--- src/fpam_pkg.sv ---
`default_nettype none
// ----------------------------------------------------------------------------
// fpam_pkg: shared types and constants
// Field widths, exponent constants and the sequencer state encoding.
// ----------------------------------------------------------------------------
package fpam_pkg;

  localparam int unsigned FracBits = 23;
  localparam int unsigned ExpBias  = 127;
  localparam int unsigned ExpW     = 10;

  localparam logic OpAdd = 1'b0;

  localparam logic signed [ExpW-1:0] ExpFloor = -10'sd127;

  typedef enum logic [4:0] {
    StIdle  = 5'b00001,
    StAlign = 5'b00010,
    StMul   = 5'b00100,
    StNorm  = 5'b01000,
    StDone  = 5'b10000
  } state_e;

endpackage
`default_nettype wire

--- src/fp32_add_multiply_truncating.sv ---
`default_nettype none
// ----------------------------------------------------------------------------
// fp32_add_multiply_truncating: iterative single-precision add/multiply
// Truncating add and multiply of IEEE-754 single patterns, no special values.
// ----------------------------------------------------------------------------
// One transaction at a time. Add: the operand with the smaller exponent is
// shifted right one bit at a time, by the exponent difference (up to 255),
// then the two are summed. Multiply: shift-and-add in one adder, leaving the
// full 48-bit product. Both then normalize one bit at a time (up to 24 bits)
// and load the output register. The result is held in an output register;
// the next transaction is accepted from the cycle after it is taken.
module fp32_add_multiply_truncating (
  input  wire logic        clk_i,
  input  wire logic        rst_ni,
  input  wire logic        in_valid_i,
  output logic             in_stall_o,
  input  wire logic        op_i,
  input  wire logic [31:0] operand_a_i,
  input  wire logic [31:0] operand_b_i,
  output logic             out_valid_o,
  input  wire logic        out_stall_i,
  output logic [31:0]      result_bits_o
);

  localparam int unsigned EW = fpam_pkg::ExpW;

  fpam_pkg::state_e state_q, state_d;
  logic signed [EW-1:0] ea_q, eb_q, ex_q;
  logic signed [26:0] fa_q, fb_q;
  logic [47:0]       acc_q;
  logic [23:0]       mb_q;
  logic [4:0]        cnt_q;
  logic              sgn_q;
  logic [31:0]       res_q;
  logic              ov_q;

  logic in_acc;
  assign in_acc = in_valid_i && !in_stall_o;
  assign in_stall_o = (state_q != fpam_pkg::StIdle) || ov_q;

  logic signed [27:0] sum;
  assign sum = {fa_q[26], fa_q} + {fb_q[26], fb_q};

  always_ff @(posedge clk_i or negedge rst_ni) begin
    if (!rst_ni) begin
      state_q <= fpam_pkg::StIdle;
      ov_q    <= 1'b0;
    end else begin
      if (ov_q && !out_stall_i) ov_q <= 1'b0;
      case (state_q)
        fpam_pkg::StIdle: begin
          if (in_acc) begin
            state_q <= (op_i == fpam_pkg::OpAdd) ? fpam_pkg::StAlign : fpam_pkg::StMul;
          end
        end
        fpam_pkg::StAlign: begin
          if (ea_q == eb_q) state_q <= fpam_pkg::StNorm;
        end
        fpam_pkg::StMul: begin
          if (cnt_q == 5'd23) state_q <= fpam_pkg::StNorm;
        end
        fpam_pkg::StNorm: begin
          if (acc_q == 48'd0 || (acc_q[47:24] == 24'd0 && acc_q[23]))
            state_q <= fpam_pkg::StDone;
        end
        fpam_pkg::StDone: begin
          state_q <= fpam_pkg::StIdle;
          ov_q    <= 1'b1;
        end
        default: state_q <= fpam_pkg::StIdle;
      endcase
    end
  end

  logic [9:0] bexp;
  always_comb begin
    bexp = 10'(ex_q) + 10'(fpam_pkg::ExpBias);
  end

  always_ff @(posedge clk_i) begin
    case (state_q)
      fpam_pkg::StIdle: begin
        ea_q  <= EW'($signed({2'b00, operand_a_i[30:23]})) - EW'(fpam_pkg::ExpBias);
        eb_q  <= EW'($signed({2'b00, operand_b_i[30:23]})) - EW'(fpam_pkg::ExpBias);
        fa_q  <= operand_a_i[31] ? -$signed({3'b000, 1'b1, operand_a_i[22:0]})
                                 :  $signed({3'b000, 1'b1, operand_a_i[22:0]});
        fb_q  <= operand_b_i[31] ? -$signed({3'b000, 1'b1, operand_b_i[22:0]})
                                 :  $signed({3'b000, 1'b1, operand_b_i[22:0]});
        mb_q  <= {1'b1, operand_b_i[22:0]};
        acc_q <= {24'd0, 1'b1, operand_a_i[22:0]};
        sgn_q <= operand_a_i[31] ^ operand_b_i[31];
        cnt_q <= 5'd0;
      end
      fpam_pkg::StAlign: begin
        if (ea_q < eb_q) begin
          fa_q <= fa_q >>> 1;
          ea_q <= ea_q + EW'(1);
        end else if (eb_q < ea_q) begin
          fb_q <= fb_q >>> 1;
          eb_q <= eb_q + EW'(1);
        end else begin
          ex_q  <= ea_q;
          sgn_q <= sum[27];
          acc_q <= sum[27] ? 48'(-sum) : 48'(sum);
        end
      end
      fpam_pkg::StMul: begin
        if (cnt_q == 5'd0) begin
          acc_q <= mb_q[0] ? {1'b0, acc_q[23:0], 23'd0} : 48'd0;
          fa_q  <= $signed({3'b000, acc_q[23:0]});
        end else begin
          acc_q <= 48'(({1'b0, acc_q} +
                        (mb_q[0] ? {1'b0, fa_q[23:0], 24'd0} : 49'd0)) >> 1);
        end
        mb_q  <= mb_q >> 1;
        cnt_q <= cnt_q + 5'd1;
        ex_q  <= ea_q + eb_q - EW'(fpam_pkg::FracBits);
      end
      fpam_pkg::StNorm: begin
        if (acc_q == 48'd0) begin
          ex_q <= fpam_pkg::ExpFloor;
        end else if (acc_q[47:24] != 24'd0) begin
          acc_q <= acc_q >> 1;
          ex_q  <= ex_q + EW'(1);
        end else if (!acc_q[23]) begin
          acc_q <= acc_q << 1;
          ex_q  <= ex_q - EW'(1);
        end
      end
      fpam_pkg::StDone: begin
        res_q <= {sgn_q,
                  (ex_q < fpam_pkg::ExpFloor) ? 8'd0 : bexp[7:0],
                  acc_q[22:0]};
      end
      default: ;
    endcase
  end

  assign out_valid_o   = ov_q;
  assign result_bits_o = res_q;

`ifndef SYNTHESIS
  a_busy_stall: assert property (@(posedge clk_i) disable iff (!rst_ni)
    (state_q != fpam_pkg::StIdle) |-> in_stall_o) else $error("accept while busy");
  a_done_valid: assert property (@(posedge clk_i) disable iff (!rst_ni)
    (state_q == fpam_pkg::StDone) |=> out_valid_o) else $error("no result");
  a_hold: assert property (@(posedge clk_i) disable iff (!rst_ni)
    (out_valid_o && out_stall_i) |=> $stable(result_bits_o)) else $error("result moved");
`endif

endmodule
`default_nettype wire
--- config.mk ---
export PLATFORM = sky130hd
export DESIGN_NAME = fp32_add_multiply_truncating
export DESIGN_NICKNAME = d
export VERILOG_FILES = /design/src/fpam_pkg.sv /design/src/fp32_add_multiply_truncating.sv
export SDC_FILE = /design/constraint.sdc
export NUM_CORES = 1
export LEC_CHECK = 0
export BUFFER_PORTS_ARGS = -buffer_cell sky130_fd_sc_hd__clkbuf_2
export CAP_MARGIN = 20
export CORE_UTILIZATION = 56
export DETAILED_ROUTE_END_ITERATION = 6
export GPL_TIMING_DRIVEN = 0
export PLACE_DENSITY = 0.78
export SYNTH_ARGS = -nofsm -noshare
export SYNTH_HDL_FRONTEND = slang
export SYNTH_SLANG_ARGS = --single-unit
export TNS_END_PERCENT = 100
--- constraint.sdc ---
create_clock -name clk_i -period 9.5 [get_ports clk_i]
set_input_delay 2.375 -clock clk_i [delete_from_list [all_inputs] [get_ports clk_i]]
set_output_delay 2.375 -clock clk_i [all_outputs]
set_load 0.01 [all_outputs]
# Yosys cells after proc, flatten, opt, wreduce, memory -nomap -nowiden
# Cells that the tools add are included.
dict set report op_classes {
  addsub 15
  mul 0
  div 0
  order_cmp 3
  eq_ne 20
  n_shift 0
  muxes 42
  n_bitwise 2
  n_reduce_logical 27
}
# op count
set ops {}
lappend ops {{2-to-1 mux 48 bit} 8}
lappend ops {{case mux 48 bit (4 select lines)} 1}
lappend ops {{2-to-1 mux 27 bit} 3}
lappend ops {{case mux 27 bit (3 select lines)} 1}
lappend ops {{2-to-1 mux 10 bit} 8}
lappend ops {{2-to-1 mux 26 bit} 3}
lappend ops {{negator 24 -> 27 bit} 2}
lappend ops {{case mux 27 bit (2 select lines)} 1}
lappend ops {{adder 48 x 48 -> 49 bit} 1}
lappend ops {{zero test 48 bit} 1}
lappend ops {{negator 28 -> 48 bit} 1}
lappend ops {{case mux 24 bit (2 select lines)} 1}
lappend ops {{2-to-1 mux 47 bit} 1}
lappend ops {{case mux 10 bit (2 select lines)} 2}
lappend ops {{adder 10 x 2 -> 10 bit (second input constant)} 3}
lappend ops {{case mux 10 bit (3 select lines)} 1}
lappend ops {{adder 27 x 27 -> 28 bit} 1}
lappend ops {{zero test 24 bit} 1}
lappend ops {{nonzero test 24 bit} 1}
lappend ops {{less-than comparator 10 bit} 2}
lappend ops {{2-to-1 mux 5 bit} 4}
lappend ops {{!= test 2 bit (second input constant)} 10}
lappend ops {{case mux 5 bit (4 select lines)} 1}
lappend ops {{subtractor 8 x 7 -> 9 bit (second input constant)} 2}
lappend ops {{32 further kinds} 49}
dict set report word_totals {
  register_bits 200
  latchBits 0
  mem_bits_rw 0
  rom_bits 0
  inputBits 69
  output_inout_bits 34
  elab_cells 125
  mem_count 0
}

# Longest topological paths before layout
dict set report depth {
  word_depth 6
  depth_mapped 16
  ltp_nobuf 16
}

# Worst setup path after synthesis
# No wires, ideal clock.
dict set report synth_path {
  path_kind {reg2reg}
  start {reg ea_q[2]}
  end {reg acc_q[0] (enable)}
  t_arrival_ns 9.243
  slack_ns -0.446
  stages_incl_launch_ff 12
  period_less_slack_ns 9.946
  cell_sequence {edfxtp_1 -> inv_1 -> ha_1 -> o21ai_0 -> a21oi_1 -> o21ai_0 -> a21oi_1 -> o21a_1 -> o211ai_1 -> a31o_2 -> and2_1 -> a2111oi_0}
}
dict set report synth_via {
  elab_chain_len 3
  elab_cells_between_ends 5
  classes_between {2 x order compare; 2 x eq/ne; 1 x reduce/logical}
}
# element line
set synth_rtl {}
lappend synth_rtl {{start: declaration} fp32_add_multiply_truncating.sv:28} ;# logic signed [EW-1:0] ea_q, eb_q, ex_q;
lappend synth_rtl {{start signal: assignment} fp32_add_multiply_truncating.sv:83} ;# ea_q <= EW'($signed({2'b00, operand_a_i[30:23]})) - EW'(fpam_pkg::ExpBias);
lappend synth_rtl {{start signal: assignment} fp32_add_multiply_truncating.sv:97} ;# ea_q <= ea_q + EW'(1);
lappend synth_rtl {{less-than comparator 10 bit, on equally long branches} {fp32_add_multiply_truncating.sv:98, fp32_add_multiply_truncating.sv:95}}
lappend synth_rtl {{!= test 2 bit (no source line)} -}
lappend synth_rtl {{AND reduction 5 bit (no source line) (*)} -}
lappend synth_rtl {{end signal: assignment} fp32_add_multiply_truncating.sv:104} ;# acc_q <= sum[27] ? 48'(-sum) : 48'(sum);
lappend synth_rtl {{end signal: assignment} fp32_add_multiply_truncating.sv:109} ;# acc_q <= mb_q[0] ? {1'b0, acc_q[23:0], 23'd0} : 48'd0;
lappend synth_rtl {{end signal: assignment} fp32_add_multiply_truncating.sv:112} ;# acc_q <= 48'(({1'b0, acc_q} +
lappend synth_rtl {{end: declaration} fp32_add_multiply_truncating.sv:30} ;# logic [47:0] acc_q;
# Every way passes the cells marked *; elsewhere a longest branch is shown, timed or not.
# A chain may end at the register's enable or synchronous reset.

# Final worst setup path
dict set report layout_path {
  start {in operand_a_i[5]}
  end {reg fa_q[21], data pin}
}
dict set report layout_via {
  elab_chain_len 3
}
# element line
set layout_rtl {}
lappend layout_rtl {{start: declaration} fp32_add_multiply_truncating.sv:18} ;# input wire logic [31:0] operand_a_i,
lappend layout_rtl {{negator 24 -> 27 bit} fp32_add_multiply_truncating.sv:85} ;# fa_q <= operand_a_i[31] ? -$signed({3'b000, 1'b1, operand_a_i[22:0]})
lappend layout_rtl {{2-to-1 mux 27 bit} fp32_add_multiply_truncating.sv:85}
lappend layout_rtl {{case mux 27 bit (3 select lines)} fp32_add_multiply_truncating.sv:81} ;# case (state_q)
lappend layout_rtl {{end signal: assignment} fp32_add_multiply_truncating.sv:85}
lappend layout_rtl {{end signal: assignment} fp32_add_multiply_truncating.sv:96} ;# fa_q <= fa_q >>> 1;
lappend layout_rtl {{end signal: assignment} fp32_add_multiply_truncating.sv:110} ;# fa_q <= $signed({3'b000, acc_q[23:0]});
lappend layout_rtl {{end: declaration} fp32_add_multiply_truncating.sv:29} ;# logic signed [26:0] fa_q, fb_q;
# No other way between the ends.

==> impl_summary.log <==
[metrics] worst path cell trace: clkbuf_2, or3_1, or3_1, or3_1, or4_1, nor2_1, nand2_1, o31ai_2, xor2_1, o21ai_1
[metrics] Placement Cell Area: 16100 um^2
[metrics] outcome: complete, but fails checks
[metrics] first-pass GRT wire length: 66000 um
[metrics] Mapped Avg Cell Area: 9.51 um^2
[metrics] residual antenna-violating net count after detailed routing: 0
[metrics] Final Slew Violations: 0
[metrics] share of the synthesized area in the top cell type: 0.388
[metrics] most area-hungry cell type in the Yosys netlist: sky130_fd_sc_hd__edfxtp_1
[metrics] Worst Clk Skew: 14.6 ps
[metrics] Critical Path Most Common Cell: sky130_fd_sc_hd__or3_1
[metrics] Worst Setup End Kind: flip-flop
[metrics] worst path required time: 9690 ps
[metrics] synth-to-layout area growth: 11.1%
[metrics] number of core rows: 59
[metrics] die height: 166 um
[metrics] Multi-input gate area: 8460 um^2
[metrics] WS Path Type: in -> reg
[metrics] total clock sinks: 200
[metrics] count of pins on the block boundary: 103
[metrics] per-cell routed wire length: 20.5 um
[metrics] slew at the pin closest to its max-slew limit: 1230 ps
[metrics] final net count: 1883
[metrics] fraction of synthesis flops using an asynchronous set or reset pin: 0.0300
[metrics] final non-filler cell area: 16700 um^2
[metrics] final RePlAce weighted congestion: 0.995
[metrics] Fillers: 2218
[metrics] area taken by flip-flops and latches: 5980 um^2
[metrics] root cell of the clock tree: sky130_fd_sc_hd__clkbuf_16
[metrics] post-synthesis cell count: 1578
[metrics] Highest Clock Rate: 210 MHz
[metrics] setup repair bufs after CTS: 0
[metrics] Chip Width: 166 um
[metrics] worst hold-check path type: reg -> reg
[metrics] Synth Warn #: 0
[metrics] # Max-Cap Violations: 0
[metrics] area of the mapped netlist: 15000 um^2
[metrics] Longest Clk Path Bufs: 2
[metrics] number of placed instances, taps included: 2028
[metrics] number of distinct library cells after synthesis: 90
[metrics] global-route total usage across every layer: 0.308
[metrics] most frequently used cell type in the post-synthesis netlist: sky130_fd_sc_hd__edfxtp_1
[metrics] ranking of synthesized cells by area: sky130_fd_sc_hd__edfxtp_1 (39%), sky130_fd_sc_hd__ha_1 (8.0%), sky130_fd_sc_hd__o21ai_0 (4.7%)
[metrics] clock insertion delay at the later pin of the skew report: 450 ps
[metrics] ratio of final minimum period to clock period: 0.502
[metrics] worst relative slew slack: 0.171
[metrics] number of setup violations in the final report: 0
[metrics] DRC violations left: 15
[metrics] count of hold buffers inserted by post-cts repair: 0
[metrics] sum of buffers and inverters on the critical path: 1
[metrics] syn_nets: 1747
[metrics] CTS clock-pin slew for the worst setup and hold paths: 80 ps
[metrics] number of buffers created by CTS: 17
[metrics] Routed WL: 42200 um
[metrics] number of cells upsized or downsized after cts: 0
[metrics] final standard cell count with taps included and fillers excluded: 2062
[metrics] Final Hold Vio Count: 0
[metrics] total congestion overflow: 0
[metrics] failing checks: design-rule violations
[metrics] layout cells sized above 1: 0.117
[metrics] final worst hold slack: 473 ps
[metrics] H-Tree Level Count: 4
[metrics] effective utilization at floorplan: 0.574
[metrics] flip-flop and latch count after synthesis: 200
[metrics] first-pass iteration count of the detailed router: 7
[metrics] critical path launch point type: primary input
[metrics] post-synthesis sequential area ratio: 0.398
[metrics] TNS Setup: 0 ps
[metrics] critical-path cell with the highest stage delay: sky130_fd_sc_hd__or4_1
[metrics] critical path peak fanout: 4
[metrics] antenna diode instance count: 0
[metrics] largest stage delay on the critical path: 560 ps
[metrics] Top FF cell, synth: sky130_fd_sc_hd__edfxtp_1
[metrics] HPWL after detailed placement: 33000 um
[metrics] arrival time at the worst endpoint: 4950 ps
[metrics] via count of the routed design: 13000
[metrics] per-cell via count in the routed design: 6.28
[metrics] count of port buffers added during placement: 102
[metrics] placeable core region: 26100 um^2
[metrics] clock tree from TritonCTS: built
[metrics] cell family with most CP delay: simple AND/OR/NAND/NOR gates
[metrics] antenna violations before repair: 0
[metrics] Die Footprint: 27400 um^2
[metrics] final critical-path required period: 4760 ps
[metrics] unrepaired setup endpoints after global routing: false
[metrics] pin count of the biggest net entering global routing: 37
[metrics] ranking of synthesized cells by instance count: sky130_fd_sc_hd__edfxtp_1 (194), sky130_fd_sc_hd__nand2_1 (167), sky130_fd_sc_hd__o21ai_0 (142)
[metrics] violation count after the first detailed-routing iteration: 1608
[metrics] via count of the first global-routing pass: 12300
[metrics] count of flip-flops with a built-in enable after synthesis: 194
-- logic make-up after synthesis --
family,Yosys count,share of synthesized area
xor+xnor,156,0.0921
mux,10,0.00684
compound gates,474,0.215
fa+ha+maj,100,0.0854
flops,200,0.398
simple gates,489,0.163
buf+inv,149,0.0388
-- layout make-up --
cell class              count  area share
plain buffers              68      0.0167
clock buffers              18      0.0264
clock inverters            14     0.00811
inverters                  81      0.0183
multi-input cells        1229       0.508
flip-flops and latches    200       0.359
well taps                 335      0.0252
repair buffers            117      0.0390
-- stage by stage --
| step | setup WS [ps] | util |
|---|---|---|
| CTS | 4790 | 0.637 |
| floorplan | 1850 | - |
| finish | 4740 | 0.637 |
| global placement | -1250 | 0.610 |
| detailed placement | 4310 | 0.615 |
| global route | 4630 | 0.637 |
-- worst reg2reg max path: cells and delay by family, from the launching register on --
kind	cells	cell delay (ps)
DFF	1	620
adders and majority gates	1	430
muxes	1	190
buffers and inverters	2	520
AOI/OAI and AO/OA	8	1830
and+or+nand+nor	2	380
-- per-layer routing --
layer / vias to the layer above / wire length [um] / track usage
li1: 6183 / - / -
met4: 0 / 1330 / 0.114
met2: 592 / 19500 / 0.504
met1: 6082 / 17900 / 0.419
met3: 97 / 3410 / 0.0387
met5: - / 0 / 0
-- state kept, by name, summed over array words and instances (netlist names) --
signal / count
ex_q: 10
acc_q: 48
cnt_q: 5
fb_q: 27
ea_q: 10
mb_q: 24
fa_q: 27
result_bits_o: 32
eb_q: 10
state_q: 5
out_valid_o: 1
sgn_q: 1
-- final timing paths --
kind,start,end,slack [ps],cells past startpoint
min in group asynchronous,rst_ni,state_q[3],1740,1
hold reg to reg,sgn_q,result_bits_o[31],470,0
max in group asynchronous,rst_ni,state_q[0],7530,1
setup reg to reg,mb_q[0],acc_q[45],5270,14
hold / removal,sgn_q,result_bits_o[31],470,0
setup / recovery,operand_a_i[5],fa_q[21],4740,10
-- placed cells by master, fill, tap and decap left out, types with 7 or more instances in the layout --
| cell | count |
|---|---|
| sky130_fd_sc_hd__o31ai_1 | 17 |
| sky130_fd_sc_hd__nand4_1 | 11 |
| sky130_fd_sc_hd__a31oi_1 | 16 |
| sky130_fd_sc_hd__a222oi_1 | 24 |
| sky130_fd_sc_hd__nor2_1 | 87 |
| sky130_fd_sc_hd__a22oi_1 | 44 |
| sky130_fd_sc_hd__buf_4 | 9 |
| sky130_fd_sc_hd__a22o_1 | 7 |
| sky130_fd_sc_hd__nor2b_1 | 16 |
| sky130_fd_sc_hd__buf_2 | 14 |
| sky130_fd_sc_hd__clkbuf_2 | 102 |
| sky130_fd_sc_hd__nor4_1 | 23 |
| sky130_fd_sc_hd__a21o_1 | 30 |
| sky130_fd_sc_hd__xor2_1 | 75 |
| sky130_fd_sc_hd__inv_1 | 81 |
| sky130_fd_sc_hd__xnor2_1 | 79 |
| sky130_fd_sc_hd__nor3_1 | 24 |
| sky130_fd_sc_hd__and3_1 | 13 |
| sky130_fd_sc_hd__o21ai_0 | 141 |
| sky130_fd_sc_hd__or3_1 | 22 |
| sky130_fd_sc_hd__nand2_1 | 167 |
| sky130_fd_sc_hd__clkbuf_16 | 17 |
| sky130_fd_sc_hd__o21bai_1 | 11 |
| sky130_fd_sc_hd__o21ai_1 | 17 |
| sky130_fd_sc_hd__nand2b_1 | 17 |
| sky130_fd_sc_hd__nand3_1 | 36 |
| sky130_fd_sc_hd__ha_1 | 96 |
| sky130_fd_sc_hd__a21oi_1 | 80 |
| sky130_fd_sc_hd__clkbuf_1 | 51 |
| sky130_fd_sc_hd__edfxtp_1 | 194 |
| sky130_fd_sc_hd__mux2i_1 | 8 |
| sky130_fd_sc_hd__and2_1 | 33 |
Power is not shown: default switching activity piles up to over one toggle a cycle in this logic, so the estimate is an artifact.
